File: config.mk
export PLATFORM = sky130hd
export DESIGN_NAME = rational_model_output_simulator_flat
export DESIGN_NICKNAME = d
export VERILOG_FILES = /design/src/hdl/rmos_pkg.sv /design/src/hdl/rmos_in_if.sv /design/src/hdl/rmos_out_if.sv /design/src/hdl/rational_model_output_simulator.sv /design/src/hdl/rmos_hist.sv /design/src/hdl/rmos_mac.sv /design/src/hdl/rmos_ctrl.sv /design/src/flat_wrapper.sv
export SDC_FILE = /design/constraint.sdc
export NUM_CORES = 2
export LEC_CHECK = 0
export BUFFER_PORTS_ARGS = -buffer_cell sky130_fd_sc_hd__buf_2
export CAP_MARGIN = 20
export CORE_UTILIZATION = 60
export CTS_BUF_LIST = sky130_fd_sc_hd__clkbuf_4
export CTS_CLUSTER_SIZE = 20
export DETAILED_ROUTE_END_ITERATION = 10
export GPL_ROUTABILITY_DRIVEN = 1
export PLACE_DENSITY = 0.76
export SLEW_MARGIN = 40
export SYNTH_ARGS = -nofsm -noshare
export SYNTH_HDL_FRONTEND = slang
export SYNTH_SLANG_ARGS = --single-unit
File: constraint.sdc
create_clock -name i_clk -period 56 [get_ports i_clk]
set_input_delay 8.4 -clock i_clk [delete_from_list [all_inputs] [get_ports i_clk]]
set_output_delay 8.4 -clock i_clk [all_outputs]
set_load 0.05 [all_outputs]
File: src/hdl/rmos_pkg.sv
// Package for the rational model output simulator: sizes, operation and
// structure codes, configuration and command types shared by all modules.
// No dependencies.
package rmos_pkg;

    localparam int MAX_ORDER  = 8;
    localparam int MAX_DELAY  = 16;
    localparam int COEF_DEPTH = 32;
    localparam int IN_DEPTH   = MAX_DELAY + MAX_ORDER;

    localparam int DATA_W    = 24;
    localparam int FRAC_BITS = 20;
    localparam int PROD_W    = 2 * DATA_W;
    localparam int ACC_W     = PROD_W + $clog2(2 * MAX_ORDER) + 1;

    localparam int COEF_AW = $clog2(COEF_DEPTH);
    localparam int IN_AW   = $clog2(IN_DEPTH);
    localparam int OUT_AW  = $clog2(MAX_ORDER);
    localparam int ORD_W   = $clog2(MAX_ORDER + 1);
    localparam int DLY_W   = $clog2(MAX_DELAY + 2);
    localparam int STEP_W  = $clog2(2 * MAX_ORDER + 1);
    localparam int IDX_W   = $clog2(4 * MAX_ORDER + 1);

    localparam int Y_MAX = 8388607;
    localparam int Y_MIN = -8388608;

    localparam int CFG_IDX_W  = 3;
    localparam int CFG_DATA_W = 5;

    // request operations
    localparam logic [1:0] OP_START  = 2'd0;
    localparam logic [1:0] OP_COEF   = 2'd1;
    localparam logic [1:0] OP_PAST   = 2'd2;
    localparam logic [1:0] OP_SAMPLE = 2'd3;

    // model structures
    localparam logic [2:0] MS_ARX   = 3'd0;
    localparam logic [2:0] MS_ARMAX = 3'd1;
    localparam logic [2:0] MS_OE    = 3'd2;
    localparam logic [2:0] MS_BJ    = 3'd3;
    localparam logic [2:0] MS_FIR   = 3'd4;

    // configuration register indexes
    localparam logic [CFG_IDX_W-1:0] REG_STRUCT  = 3'd0;
    localparam logic [CFG_IDX_W-1:0] REG_A_ORDER = 3'd1;
    localparam logic [CFG_IDX_W-1:0] REG_B_ORDER = 3'd2;
    localparam logic [CFG_IDX_W-1:0] REG_C_ORDER = 3'd3;
    localparam logic [CFG_IDX_W-1:0] REG_D_ORDER = 3'd4;
    localparam logic [CFG_IDX_W-1:0] REG_F_ORDER = 3'd5;
    localparam logic [CFG_IDX_W-1:0] REG_DELAY   = 3'd6;

    localparam logic [4:0] DELAY_RESET = 5'd1;

    typedef struct packed {
        logic [2:0] model_structure;
        logic [3:0] den_a_order;
        logic [3:0] num_b_order;
        logic [3:0] noise_c_order;
        logic [3:0] noise_d_order;
        logic [3:0] den_f_order;
        logic [4:0] input_delay;
    } t_cfg;

    typedef enum logic [2:0] {
        ST_IDLE,
        ST_MAC,
        ST_DRAIN,
        ST_ROUND,
        ST_DONE
    } t_state;

    typedef struct packed {
        logic                     clr;
        logic                     shift_in;
        logic                     wr_out;
        logic                     push_out;
        logic [OUT_AW-1:0]        out_slot;
        logic signed [DATA_W-1:0] value;
    } t_hist_cmd;

    typedef struct packed {
        logic                     clr;
        logic                     rnd;
        logic                     v;
        logic                     sub;
        logic signed [DATA_W-1:0] coef;
        logic signed [DATA_W-1:0] opnd;
    } t_mac_cmd;

    typedef struct packed {
        logic                     busy;
        logic                     sat;
        logic signed [DATA_W-1:0] y;
    } t_mac_stat;

    function automatic logic [ORD_W-1:0] clamp_order(input logic [3:0] n);
        if (int'(n) > MAX_ORDER) begin
            return ORD_W'(MAX_ORDER);
        end
        return ORD_W'(n);
    endfunction

endpackage

File: src/hdl/rmos_in_if.sv
// Request channel of the rational model output simulator.
// Depends on rmos_pkg for the field widths.
interface rmos_in_if;
    import rmos_pkg::*;

    logic                     valid;
    logic                     ready;
    logic [1:0]               operation;
    logic [4:0]               slot;
    logic signed [DATA_W-1:0] value;

    modport source (output valid, output operation, output slot, output value, input ready);
    modport sink   (input valid, input operation, input slot, input value, output ready);
    modport mon    (input valid, input operation, input slot, input value, input ready);
endinterface

File: src/hdl/rmos_out_if.sv
// Result channel of the rational model output simulator.
// Depends on rmos_pkg for the field widths.
interface rmos_out_if;
    import rmos_pkg::*;

    logic                     valid;
    logic                     ready;
    logic signed [DATA_W-1:0] sim_output;
    logic                     saturated;
    logic                     bad_structure;

    modport source (output valid, output sim_output, output saturated, output bad_structure,
                    input ready);
    modport sink   (input valid, input sim_output, input saturated, input bad_structure,
                    output ready);
    modport mon    (input valid, input sim_output, input saturated, input bad_structure,
                    input ready);
endinterface

File: src/hdl/rational_model_output_simulator.sv
// A sample request walks nb + nden taps, where nb and nden are the clamped orders (no tap
// is walked when both are zero, as for an unsupported structure), then drains, rounds and
// loads the result register; other requests are taken in the idle state. One sample at a time:
// the shared multiply-accumulate walks one tap per cycle, and a sample occupies the block until
// its result is loaded, longer while the previous result waits to be taken.
// Synchronous active-low reset clears control, histories and configuration (delay to 1).
module rational_model_output_simulator (
    input  logic                                i_clk,
    input  logic                                i_rst_n,
    input  logic                                i_cfg_we,
    input  logic [rmos_pkg::CFG_IDX_W-1:0]      i_cfg_idx,
    input  logic [rmos_pkg::CFG_DATA_W-1:0]     i_cfg_data,
    rmos_in_if.sink                             i_in,
    rmos_out_if.source                          o_out
);
    import rmos_pkg::*;

    t_cfg      r_cfg;
    t_hist_cmd w_hist;
    t_mac_cmd  w_mac_cmd;
    t_mac_stat w_mac_stat;
    logic [IN_AW-1:0]         w_age;
    logic [OUT_AW-1:0]        w_oidx;
    logic signed [DATA_W-1:0] w_in_tap, w_out_tap;
    logic w_load, w_bad, w_out_free;

    logic                     r_out_v;
    logic signed [DATA_W-1:0] r_y;
    logic                     r_sat;
    logic                     r_bad;

    always_ff @(posedge i_clk) begin
        if (!i_rst_n) begin
            r_cfg <= '{input_delay: DELAY_RESET, default: '0};
        end else if (i_cfg_we) begin
            case (i_cfg_idx)
                REG_STRUCT:  r_cfg.model_structure <= i_cfg_data[2:0];
                REG_A_ORDER: r_cfg.den_a_order     <= i_cfg_data[3:0];
                REG_B_ORDER: r_cfg.num_b_order     <= i_cfg_data[3:0];
                REG_C_ORDER: r_cfg.noise_c_order   <= i_cfg_data[3:0];
                REG_D_ORDER: r_cfg.noise_d_order   <= i_cfg_data[3:0];
                REG_F_ORDER: r_cfg.den_f_order     <= i_cfg_data[3:0];
                REG_DELAY:   r_cfg.input_delay     <= i_cfg_data[4:0];
                default: ;
            endcase
        end
    end

    rmos_ctrl u_ctrl (
        .i_clk      (i_clk),
        .i_rst_n    (i_rst_n),
        .i_cfg      (r_cfg),
        .i_in       (i_in),
        .i_in_tap   (w_in_tap),
        .i_out_tap  (w_out_tap),
        .i_mac      (w_mac_stat),
        .i_out_free (w_out_free),
        .o_hist     (w_hist),
        .o_age      (w_age),
        .o_oidx     (w_oidx),
        .o_mac      (w_mac_cmd),
        .o_load     (w_load),
        .o_bad      (w_bad)
    );

    rmos_hist u_hist (
        .i_clk     (i_clk),
        .i_rst_n   (i_rst_n),
        .i_cmd     (w_hist),
        .i_age     (w_age),
        .i_oidx    (w_oidx),
        .o_in_tap  (w_in_tap),
        .o_out_tap (w_out_tap)
    );

    rmos_mac u_mac (
        .i_clk   (i_clk),
        .i_rst_n (i_rst_n),
        .i_cmd   (w_mac_cmd),
        .o_stat  (w_mac_stat)
    );

    // result register: hold until taken
    assign w_out_free = !r_out_v || o_out.ready;

    always_ff @(posedge i_clk) begin
        if (!i_rst_n) begin
            r_out_v <= 1'b0;
        end else if (w_load) begin
            r_out_v <= 1'b1;
        end else if (o_out.ready) begin
            r_out_v <= 1'b0;
        end
    end

    always_ff @(posedge i_clk) begin
        if (w_load) begin
            r_y   <= w_mac_stat.y;
            r_sat <= w_mac_stat.sat;
            r_bad <= w_bad;
        end
    end

    assign o_out.valid         = r_out_v;
    assign o_out.sim_output    = r_y;
    assign o_out.saturated     = r_sat;
    assign o_out.bad_structure = r_bad;
endmodule

File: src/hdl/rmos_hist.sv
// Input and output sample histories: shift lines with tap read ports.
// Depends on rmos_pkg.
module rmos_hist (
    input  logic                      i_clk,
    input  logic                      i_rst_n,
    input  rmos_pkg::t_hist_cmd       i_cmd,
    input  logic [rmos_pkg::IN_AW-1:0]  i_age,
    input  logic [rmos_pkg::OUT_AW-1:0] i_oidx,
    output logic signed [rmos_pkg::DATA_W-1:0] o_in_tap,
    output logic signed [rmos_pkg::DATA_W-1:0] o_out_tap
);
    import rmos_pkg::*;

    logic signed [DATA_W-1:0] r_in_hist  [IN_DEPTH];
    logic signed [DATA_W-1:0] r_out_hist [MAX_ORDER];

    always_ff @(posedge i_clk) begin
        if (!i_rst_n || i_cmd.clr) begin
            for (int k = 0; k < IN_DEPTH; k++) begin
                r_in_hist[k] <= '0;
            end
            for (int k = 0; k < MAX_ORDER; k++) begin
                r_out_hist[k] <= '0;
            end
        end else begin
            if (i_cmd.shift_in) begin
                for (int k = IN_DEPTH - 1; k > 0; k--) begin
                    r_in_hist[k] <= r_in_hist[k-1];
                end
                r_in_hist[0] <= i_cmd.value;
            end
            if (i_cmd.wr_out) begin
                r_out_hist[i_cmd.out_slot] <= i_cmd.value;
            end else if (i_cmd.push_out) begin
                for (int k = MAX_ORDER - 1; k > 0; k--) begin
                    r_out_hist[k] <= r_out_hist[k-1];
                end
                r_out_hist[0] <= i_cmd.value;
            end
        end
    end

    assign o_in_tap  = r_in_hist[i_age];
    assign o_out_tap = r_out_hist[i_oidx];
endmodule

File: src/hdl/rmos_mac.sv
// Shared multiply-accumulate unit with rounding and 24-bit saturation.
// Depends on rmos_pkg.
module rmos_mac (
    input  logic                i_clk,
    input  logic                i_rst_n,
    input  rmos_pkg::t_mac_cmd  i_cmd,
    output rmos_pkg::t_mac_stat o_stat
);
    import rmos_pkg::*;

    localparam logic signed [ACC_W-1:0] RND_HALF = ACC_W'(1 << (FRAC_BITS - 1));
    localparam logic signed [ACC_W-1:0] ACC_YMAX = ACC_W'(Y_MAX);
    localparam logic signed [ACC_W-1:0] ACC_YMIN = ACC_W'(Y_MIN);

    logic                     r_prod_v;
    logic                     r_prod_sub;
    logic signed [PROD_W-1:0] r_prod;
    logic signed [ACC_W-1:0]  r_acc;
    logic signed [DATA_W-1:0] r_y;
    logic                     r_sat;

    logic signed [ACC_W-1:0] w_sum;
    logic signed [ACC_W-1:0] w_shr;

    always_ff @(posedge i_clk) begin
        if (!i_rst_n) begin
            r_prod_v <= 1'b0;
        end else begin
            r_prod_v <= i_cmd.v;
        end
    end

    always_ff @(posedge i_clk) begin
        r_prod     <= i_cmd.coef * i_cmd.opnd;
        r_prod_sub <= i_cmd.sub;
        if (i_cmd.clr) begin
            r_acc <= '0;
        end else if (r_prod_v) begin
            if (r_prod_sub) begin
                r_acc <= r_acc - ACC_W'(r_prod);
            end else begin
                r_acc <= r_acc + ACC_W'(r_prod);
            end
        end
    end

    // round half up, then floor to an integer
    always_comb begin
        w_sum = r_acc + RND_HALF;
        w_shr = w_sum >>> FRAC_BITS;
    end

    always_ff @(posedge i_clk) begin
        if (i_cmd.rnd) begin
            if (w_shr > ACC_YMAX) begin
                r_y   <= DATA_W'(Y_MAX);
                r_sat <= 1'b1;
            end else if (w_shr < ACC_YMIN) begin
                r_y   <= DATA_W'(Y_MIN);
                r_sat <= 1'b1;
            end else begin
                r_y   <= w_shr[DATA_W-1:0];
                r_sat <= 1'b0;
            end
        end
    end

    assign o_stat.busy = r_prod_v;
    assign o_stat.sat  = r_sat;
    assign o_stat.y    = r_y;
endmodule

File: src/hdl/rmos_ctrl.sv
// Sequencer: request decode, coefficient store, tap walk feeding the shared
// multiply-accumulate unit. Depends on rmos_pkg and rmos_in_if.
module rmos_ctrl (
    input  logic                       i_clk,
    input  logic                       i_rst_n,
    input  rmos_pkg::t_cfg             i_cfg,
    rmos_in_if.sink                    i_in,
    input  logic signed [rmos_pkg::DATA_W-1:0] i_in_tap,
    input  logic signed [rmos_pkg::DATA_W-1:0] i_out_tap,
    input  rmos_pkg::t_mac_stat        i_mac,
    input  logic                       i_out_free,
    output rmos_pkg::t_hist_cmd        o_hist,
    output logic [rmos_pkg::IN_AW-1:0]  o_age,
    output logic [rmos_pkg::OUT_AW-1:0] o_oidx,
    output rmos_pkg::t_mac_cmd         o_mac,
    output logic                       o_load,
    output logic                       o_bad
);
    import rmos_pkg::*;

    t_state r_state, n_state;
    logic [STEP_W-1:0] r_step, n_step;
    logic r_bad;
    logic r_iss_v;
    logic r_iss_sub;
    logic r_cz;
    logic signed [DATA_W-1:0] r_opnd;
    logic signed [DATA_W-1:0] r_coef_q;
    logic signed [DATA_W-1:0] r_coef_mem [COEF_DEPTH];

    logic [ORD_W-1:0]  w_nb, w_nden;
    logic [DLY_W-1:0]  w_nk;
    logic [IDX_W-1:0]  w_b_off, w_den_off, w_cidx;
    logic [STEP_W-1:0] w_total, w_dstep;
    logic w_bad, w_in_b, w_last, w_acc, w_sample;

    // decode the coefficient packing from the structure
    always_comb begin
        w_nb    = clamp_order(i_cfg.num_b_order);
        w_nk    = (int'(i_cfg.input_delay) > MAX_DELAY) ? DLY_W'(MAX_DELAY)
                                                       : DLY_W'(i_cfg.input_delay);
        w_bad     = 1'b0;
        w_nden    = '0;
        w_b_off   = '0;
        w_den_off = '0;
        case (i_cfg.model_structure)
            MS_ARX, MS_ARMAX: begin
                w_nden  = clamp_order(i_cfg.den_a_order);
                w_b_off = IDX_W'(w_nden);
            end
            MS_OE: begin
                w_nden    = clamp_order(i_cfg.den_f_order);
                w_den_off = IDX_W'(w_nb);
            end
            MS_BJ: begin
                w_nden    = clamp_order(i_cfg.den_f_order);
                w_den_off = IDX_W'(w_nb) + IDX_W'(clamp_order(i_cfg.noise_c_order))
                          + IDX_W'(clamp_order(i_cfg.noise_d_order));
            end
            MS_FIR: begin
                w_nden = '0;
            end
            default: begin
                w_bad = 1'b1;
                w_nb  = '0;
            end
        endcase
        w_total = STEP_W'(w_nb) + STEP_W'(w_nden);
        w_in_b  = r_step < STEP_W'(w_nb);
        w_dstep = r_step - STEP_W'(w_nb);
        w_cidx  = w_in_b ? (w_b_off + IDX_W'(r_step)) : (w_den_off + IDX_W'(w_dstep));
        w_last  = (r_step == w_total - STEP_W'(1));
    end

    assign w_acc    = i_in.valid && i_in.ready;
    assign w_sample = w_acc && (i_in.operation == OP_SAMPLE);

    // next state
    always_comb begin
        n_state = r_state;
        n_step  = r_step;
        case (r_state)
            ST_IDLE: begin
                n_step = '0;
                if (w_sample) begin
                    n_state = (w_total == '0) ? ST_DRAIN : ST_MAC;
                end
            end
            ST_MAC: begin
                n_step = r_step + STEP_W'(1);
                if (w_last) begin
                    n_state = ST_DRAIN;
                end
            end
            ST_DRAIN: begin
                if (!r_iss_v && !i_mac.busy) begin
                    n_state = ST_ROUND;
                end
            end
            ST_ROUND: begin
                n_state = ST_DONE;
            end
            ST_DONE: begin
                if (i_out_free) begin
                    n_state = ST_IDLE;
                end
            end
            default: begin
                n_state = ST_IDLE;
            end
        endcase
    end

    // outputs
    always_comb begin
        i_in.ready      = (r_state == ST_IDLE);
        o_hist.clr      = w_acc && (i_in.operation == OP_START);
        o_hist.shift_in = w_sample;
        o_hist.wr_out   = w_acc && (i_in.operation == OP_PAST) && (int'(i_in.slot) < MAX_ORDER);
        o_hist.push_out = (r_state == ST_DONE) && i_out_free;
        o_hist.out_slot = OUT_AW'(i_in.slot);
        o_hist.value    = (r_state == ST_DONE) ? i_mac.y : i_in.value;
        o_age           = IN_AW'(w_nk) + IN_AW'(r_step);
        o_oidx          = OUT_AW'(w_dstep);
        o_mac.clr       = w_sample;
        o_mac.rnd       = (r_state == ST_ROUND);
        o_mac.v         = r_iss_v;
        o_mac.sub       = r_iss_sub;
        o_mac.coef      = r_cz ? '0 : r_coef_q;
        o_mac.opnd      = r_opnd;
        o_load          = (r_state == ST_DONE) && i_out_free;
        o_bad           = r_bad;
    end

    always_ff @(posedge i_clk) begin
        if (!i_rst_n) begin
            r_state <= ST_IDLE;
            r_step  <= '0;
            r_iss_v <= 1'b0;
        end else begin
            r_state <= n_state;
            r_step  <= n_step;
            r_iss_v <= (r_state == ST_MAC);
        end
    end

    // issue stage: operand and flags alongside the store read
    always_ff @(posedge i_clk) begin
        r_iss_sub <= !w_in_b;
        r_opnd    <= w_in_b ? i_in_tap : i_out_tap;
        r_cz      <= (int'(w_cidx) >= COEF_DEPTH);
        if (w_sample) begin
            r_bad <= w_bad;
        end
    end

    // coefficient store
    always_ff @(posedge i_clk) begin
        if (w_acc && (i_in.operation == OP_COEF) && (int'(i_in.slot) < COEF_DEPTH)) begin
            r_coef_mem[COEF_AW'(i_in.slot)] <= i_in.value;
        end
        r_coef_q <= r_coef_mem[COEF_AW'(w_cidx)];
    end
endmodule

File: src/flat_wrapper.sv
// flat-port wrapper written by rule: the top's interface ports become plain ports
module rational_model_output_simulator_flat import rmos_pkg::*;
  (i_clk, i_rst_n, i_cfg_we, i_cfg_idx, i_cfg_data, i_in_valid, i_in_operation, i_in_slot, i_in_value, i_in_ready, o_out_valid, o_out_sim_output, o_out_saturated, o_out_bad_structure, o_out_ready);
  rmos_in_if i_in_i ();
  rmos_out_if o_out_i ();
  input  logic i_clk;
  input  logic i_rst_n;
  input  logic i_cfg_we;
  input  logic [rmos_pkg::CFG_IDX_W-1:0] i_cfg_idx;
  input  logic [rmos_pkg::CFG_DATA_W-1:0] i_cfg_data;
  input wire logic [$bits(i_in_i.valid)-1:0] i_in_valid;
  input wire logic [$bits(i_in_i.operation)-1:0] i_in_operation;
  input wire logic [$bits(i_in_i.slot)-1:0] i_in_slot;
  input wire logic [$bits(i_in_i.value)-1:0] i_in_value;
  output wire logic [$bits(i_in_i.ready)-1:0] i_in_ready;
  output wire logic [$bits(o_out_i.valid)-1:0] o_out_valid;
  output wire logic [$bits(o_out_i.sim_output)-1:0] o_out_sim_output;
  output wire logic [$bits(o_out_i.saturated)-1:0] o_out_saturated;
  output wire logic [$bits(o_out_i.bad_structure)-1:0] o_out_bad_structure;
  input wire logic [$bits(o_out_i.ready)-1:0] o_out_ready;
  assign i_in_i.valid = i_in_valid;
  assign i_in_i.operation = i_in_operation;
  assign i_in_i.slot = i_in_slot;
  assign i_in_i.value = i_in_value;
  assign i_in_ready = i_in_i.ready;
  assign o_out_valid = o_out_i.valid;
  assign o_out_sim_output = o_out_i.sim_output;
  assign o_out_saturated = o_out_i.saturated;
  assign o_out_bad_structure = o_out_i.bad_structure;
  assign o_out_i.ready = o_out_ready;
  rational_model_output_simulator u_core (.i_clk(i_clk), .i_rst_n(i_rst_n), .i_cfg_we(i_cfg_we), .i_cfg_idx(i_cfg_idx), .i_cfg_data(i_cfg_data), .i_in(i_in_i), .o_out(o_out_i));
endmodule
==> metrics.txt <==
final WL=224.4 mm; CTS tree=built; Post-Synthesis Cell Area=98,350 um2; number of synthesized flops with an enable pin=about 1,600; Seq cells post-synth=1,779; first-pass GRT wire length=349.2 mm; final setup fails=0; maxcap violations=0; Worst path top cell family by delay=simple AND/OR/NAND/NOR gates; Hold Crit Endpoint=u_core.u_mac.r_prod_sub$_DFF_P_; HPWL after detailed placement=147.9 mm; CTS max path bufs=4; R2R cell count=28; initial antenna violation count=21; sequential share of the synthesized area=0.5238; Startpoint Class=register; fraction of registers with async set/reset=0; Worst-Skew Late Latency=about 1.4 ns; flop-to-flop setup slack=roughly 48 ns; Worst path slowest cell=nor3_1; gr ovfl total=0; most common cell after layout, fill and taps aside=edfxtp_1; max incr delay on CP=0.57 ns; vias per cell=around 6; Residual DRC=0; die footprint=165,500 um2; DRT Pass-1 Iters=6; Max Clk Rate=90.04 MHz; min Tclk post-route=11.11 ns; Post-CTS Hold Buffers=0; RD Place Congestion=0.9412; Clock Skew=0.09758 ns; Avg Cell Area, Syn=~13 um2; Port Buf Inserts=71; Critical Path, Cell by Cell=nor3_1 -> buf_2; main flop type after synthesis=edfxtp_1; Via Count=60,170; Chip Width=406.9 um; cell depth of the worst setup path=2; TritonCTS Buffers=433; Worst Path Max Fanout=10; initial cell density of the core=0.6042; syn nets=8,189; status=finished clean; Synthesis Warnings=0; clock slew at reported path FFs=0.06 ns; Fillers=11,560; fin crit share=0.1983; CTS H-tree lvls=5; setup bufs post-CTS=0; RSZ-0062 raised after global routing=no; Die Y=between 400 and 500 um; ANT nets after route=0; Ports=72; gr usage total=0.2772; share of layout cells above drive strength 1=0.1763; CTS Root Cell=clkbuf_4; fin. max-slew vios=0; post-synth cell types=72; reg2reg end=u_core.u_mac.r_prod[46]$_DFF_P_; worst hold path class=reg -> reg; clk sinks=between 1,500 and 2,000; Final Hold Fails=0; Mapped Cells=7,313; vias in the first global route=62,190; largest net degree at the start of global routing=193; setup TNS=0 ns; DR iter-0 viols=5,543; crit path DAT=roughly 2.7 ns; Area Overhead vs Synth=8.768%; most frequent cells in the layout=edfxtp_1 (1,588), and2_1 (831), nand2_1 (764); pin slew with the least headroom to its limit=~0.91 ns; fin nets=approximately 8,400; Worst Path Buf+Inv=1; critical path class=reg -> out; FP Rows=148; FF-to-FF Start=u_core.u_ctrl.r_cz$_DFF_P_; critical path capture point type=output port; Rel. slew slack=0.3777; hold_sp=u_core.u_ctrl.r_iss_sub$_DFF_P_; hold path depth=0; number of gates resized after cts=0; post-DR wirelength/cell=about 22 um; Core ar.=162,800 um2; WP data required=about 48 ns
[through the flow]
stage	hold WS [ns]	area (um2)	setup slack [ns]	util	std cells
finish	0.3244	107000	44.89	0.6572	10080
global placement	0.3109	101100	42.61	0.6212	9280
floorplan	0.3096	98350	32.31	-	7313
CTS	0.3253	106800	44.78	0.6559	10060
global route	0.3518	107000	44.75	0.6571	10070
detailed placement	0.3118	101500	43.79	0.6233	9289
[worst max-delay path by stage]
stage,slack [ns],to,from
6_report,44.89,i_in_ready,u_core.u_ctrl.r_state[0]$_SDFFE_PN0P_
5_1_grt,44.75,i_in_ready,u_core.u_ctrl.r_state[0]$_SDFFE_PN0P_
4_1_cts,44.78,i_in_ready,u_core.u_ctrl.r_state[0]$_SDFFE_PN0P_
3_5_place_dp,43.79,u_core.u_hist.r_in_hist[4][9]$_SDFFCE_PN0P_,i_in_operation[1]
3_3_place_gp,42.61,u_core.u_hist.r_in_hist[4][9]$_SDFFCE_PN0P_,i_in_operation[1]
2_1_floorplan,32.31,u_core.u_hist.r_in_hist[0][0]$_SDFFCE_PN0P_,i_in_operation[0]
[layout make-up]
class	instances	area (um2)	area share
Clock buffer	613	4602	0.04302
Multi-Input combinational cell	4503	43390	0.4056
Clock inverter	157	701.9	0.006562
Timing Repair Buffer	196	1589	0.01485
Inverter	640	2402	0.02246
Antenna cell	13	32.53	0.0003041
Tap cell	2175	2721	0.02544
Sequential cell	1779	51530	0.4817
[cell usage after synthesis, types with 187 or more instances]
cell type / instances / area (um2)
and2_1: 831 / 5199
o21ai_0: 259 / 1296
ha_1: 214 / 2678
nand2_1: 777 / 2917
edfxtp_1: 1588 / 47690
mux4_2: 408 / 9189
a21oi_1: 187 / 935.9
fa_1: 618 / 12370
nor2_1: 252 / 945.9
clkbuf_1: 330 / 1239
dfxtp_1: 191 / 3824
inv_1: 639 / 2399
[kinds of logic (layout without fill, tap and decap cells)]
kind of cell	Yosys count	in the layout	share of synthesized area
AO/OA/AOI/OAI	680	680	0.04118
XOR/XNOR	200	200	0.01781
adder cells (fa/ha/maj)	832	832	0.1530
buffers and inverters	1031	1606	0.04005
flip-flops	1779	1779	0.5238
multiplexers	558	558	0.1087
other	0	13	0
AND/OR/NAND/NOR	2233	2233	0.1155
[registers in the layout, indices dropped and copies added (netlist names), 3 cells and up]
signal                    cells
u_core.u_mac.r_acc           53
u_core.u_mac.r_prod          48
u_core.u_mac.r_y             24
u_core.u_ctrl.r_step          5
u_core.u_ctrl.r_coef_mem    768
u_core.r_cfg                 28
u_core.u_hist.r_out_hist    192
u_core.u_ctrl.r_coef_q       24
u_core.u_hist.r_in_hist     576
u_core.u_ctrl.r_state         3
u_core.o_out.sim_output      24
u_core.u_ctrl.r_opnd         24
[layer usage]
layer,track usage,vias up,share of wire
met5,0,-,0.00062
met4,0.08673,24,0.024
met3,0.06662,426,0.090
met2,0.4414,2721,0.49
met1,0.3797,30620,0.40
li1,-,26380,-
Power is not shown: default switching activity piles up to over one toggle a cycle in this logic, so the estimate is an artifact.
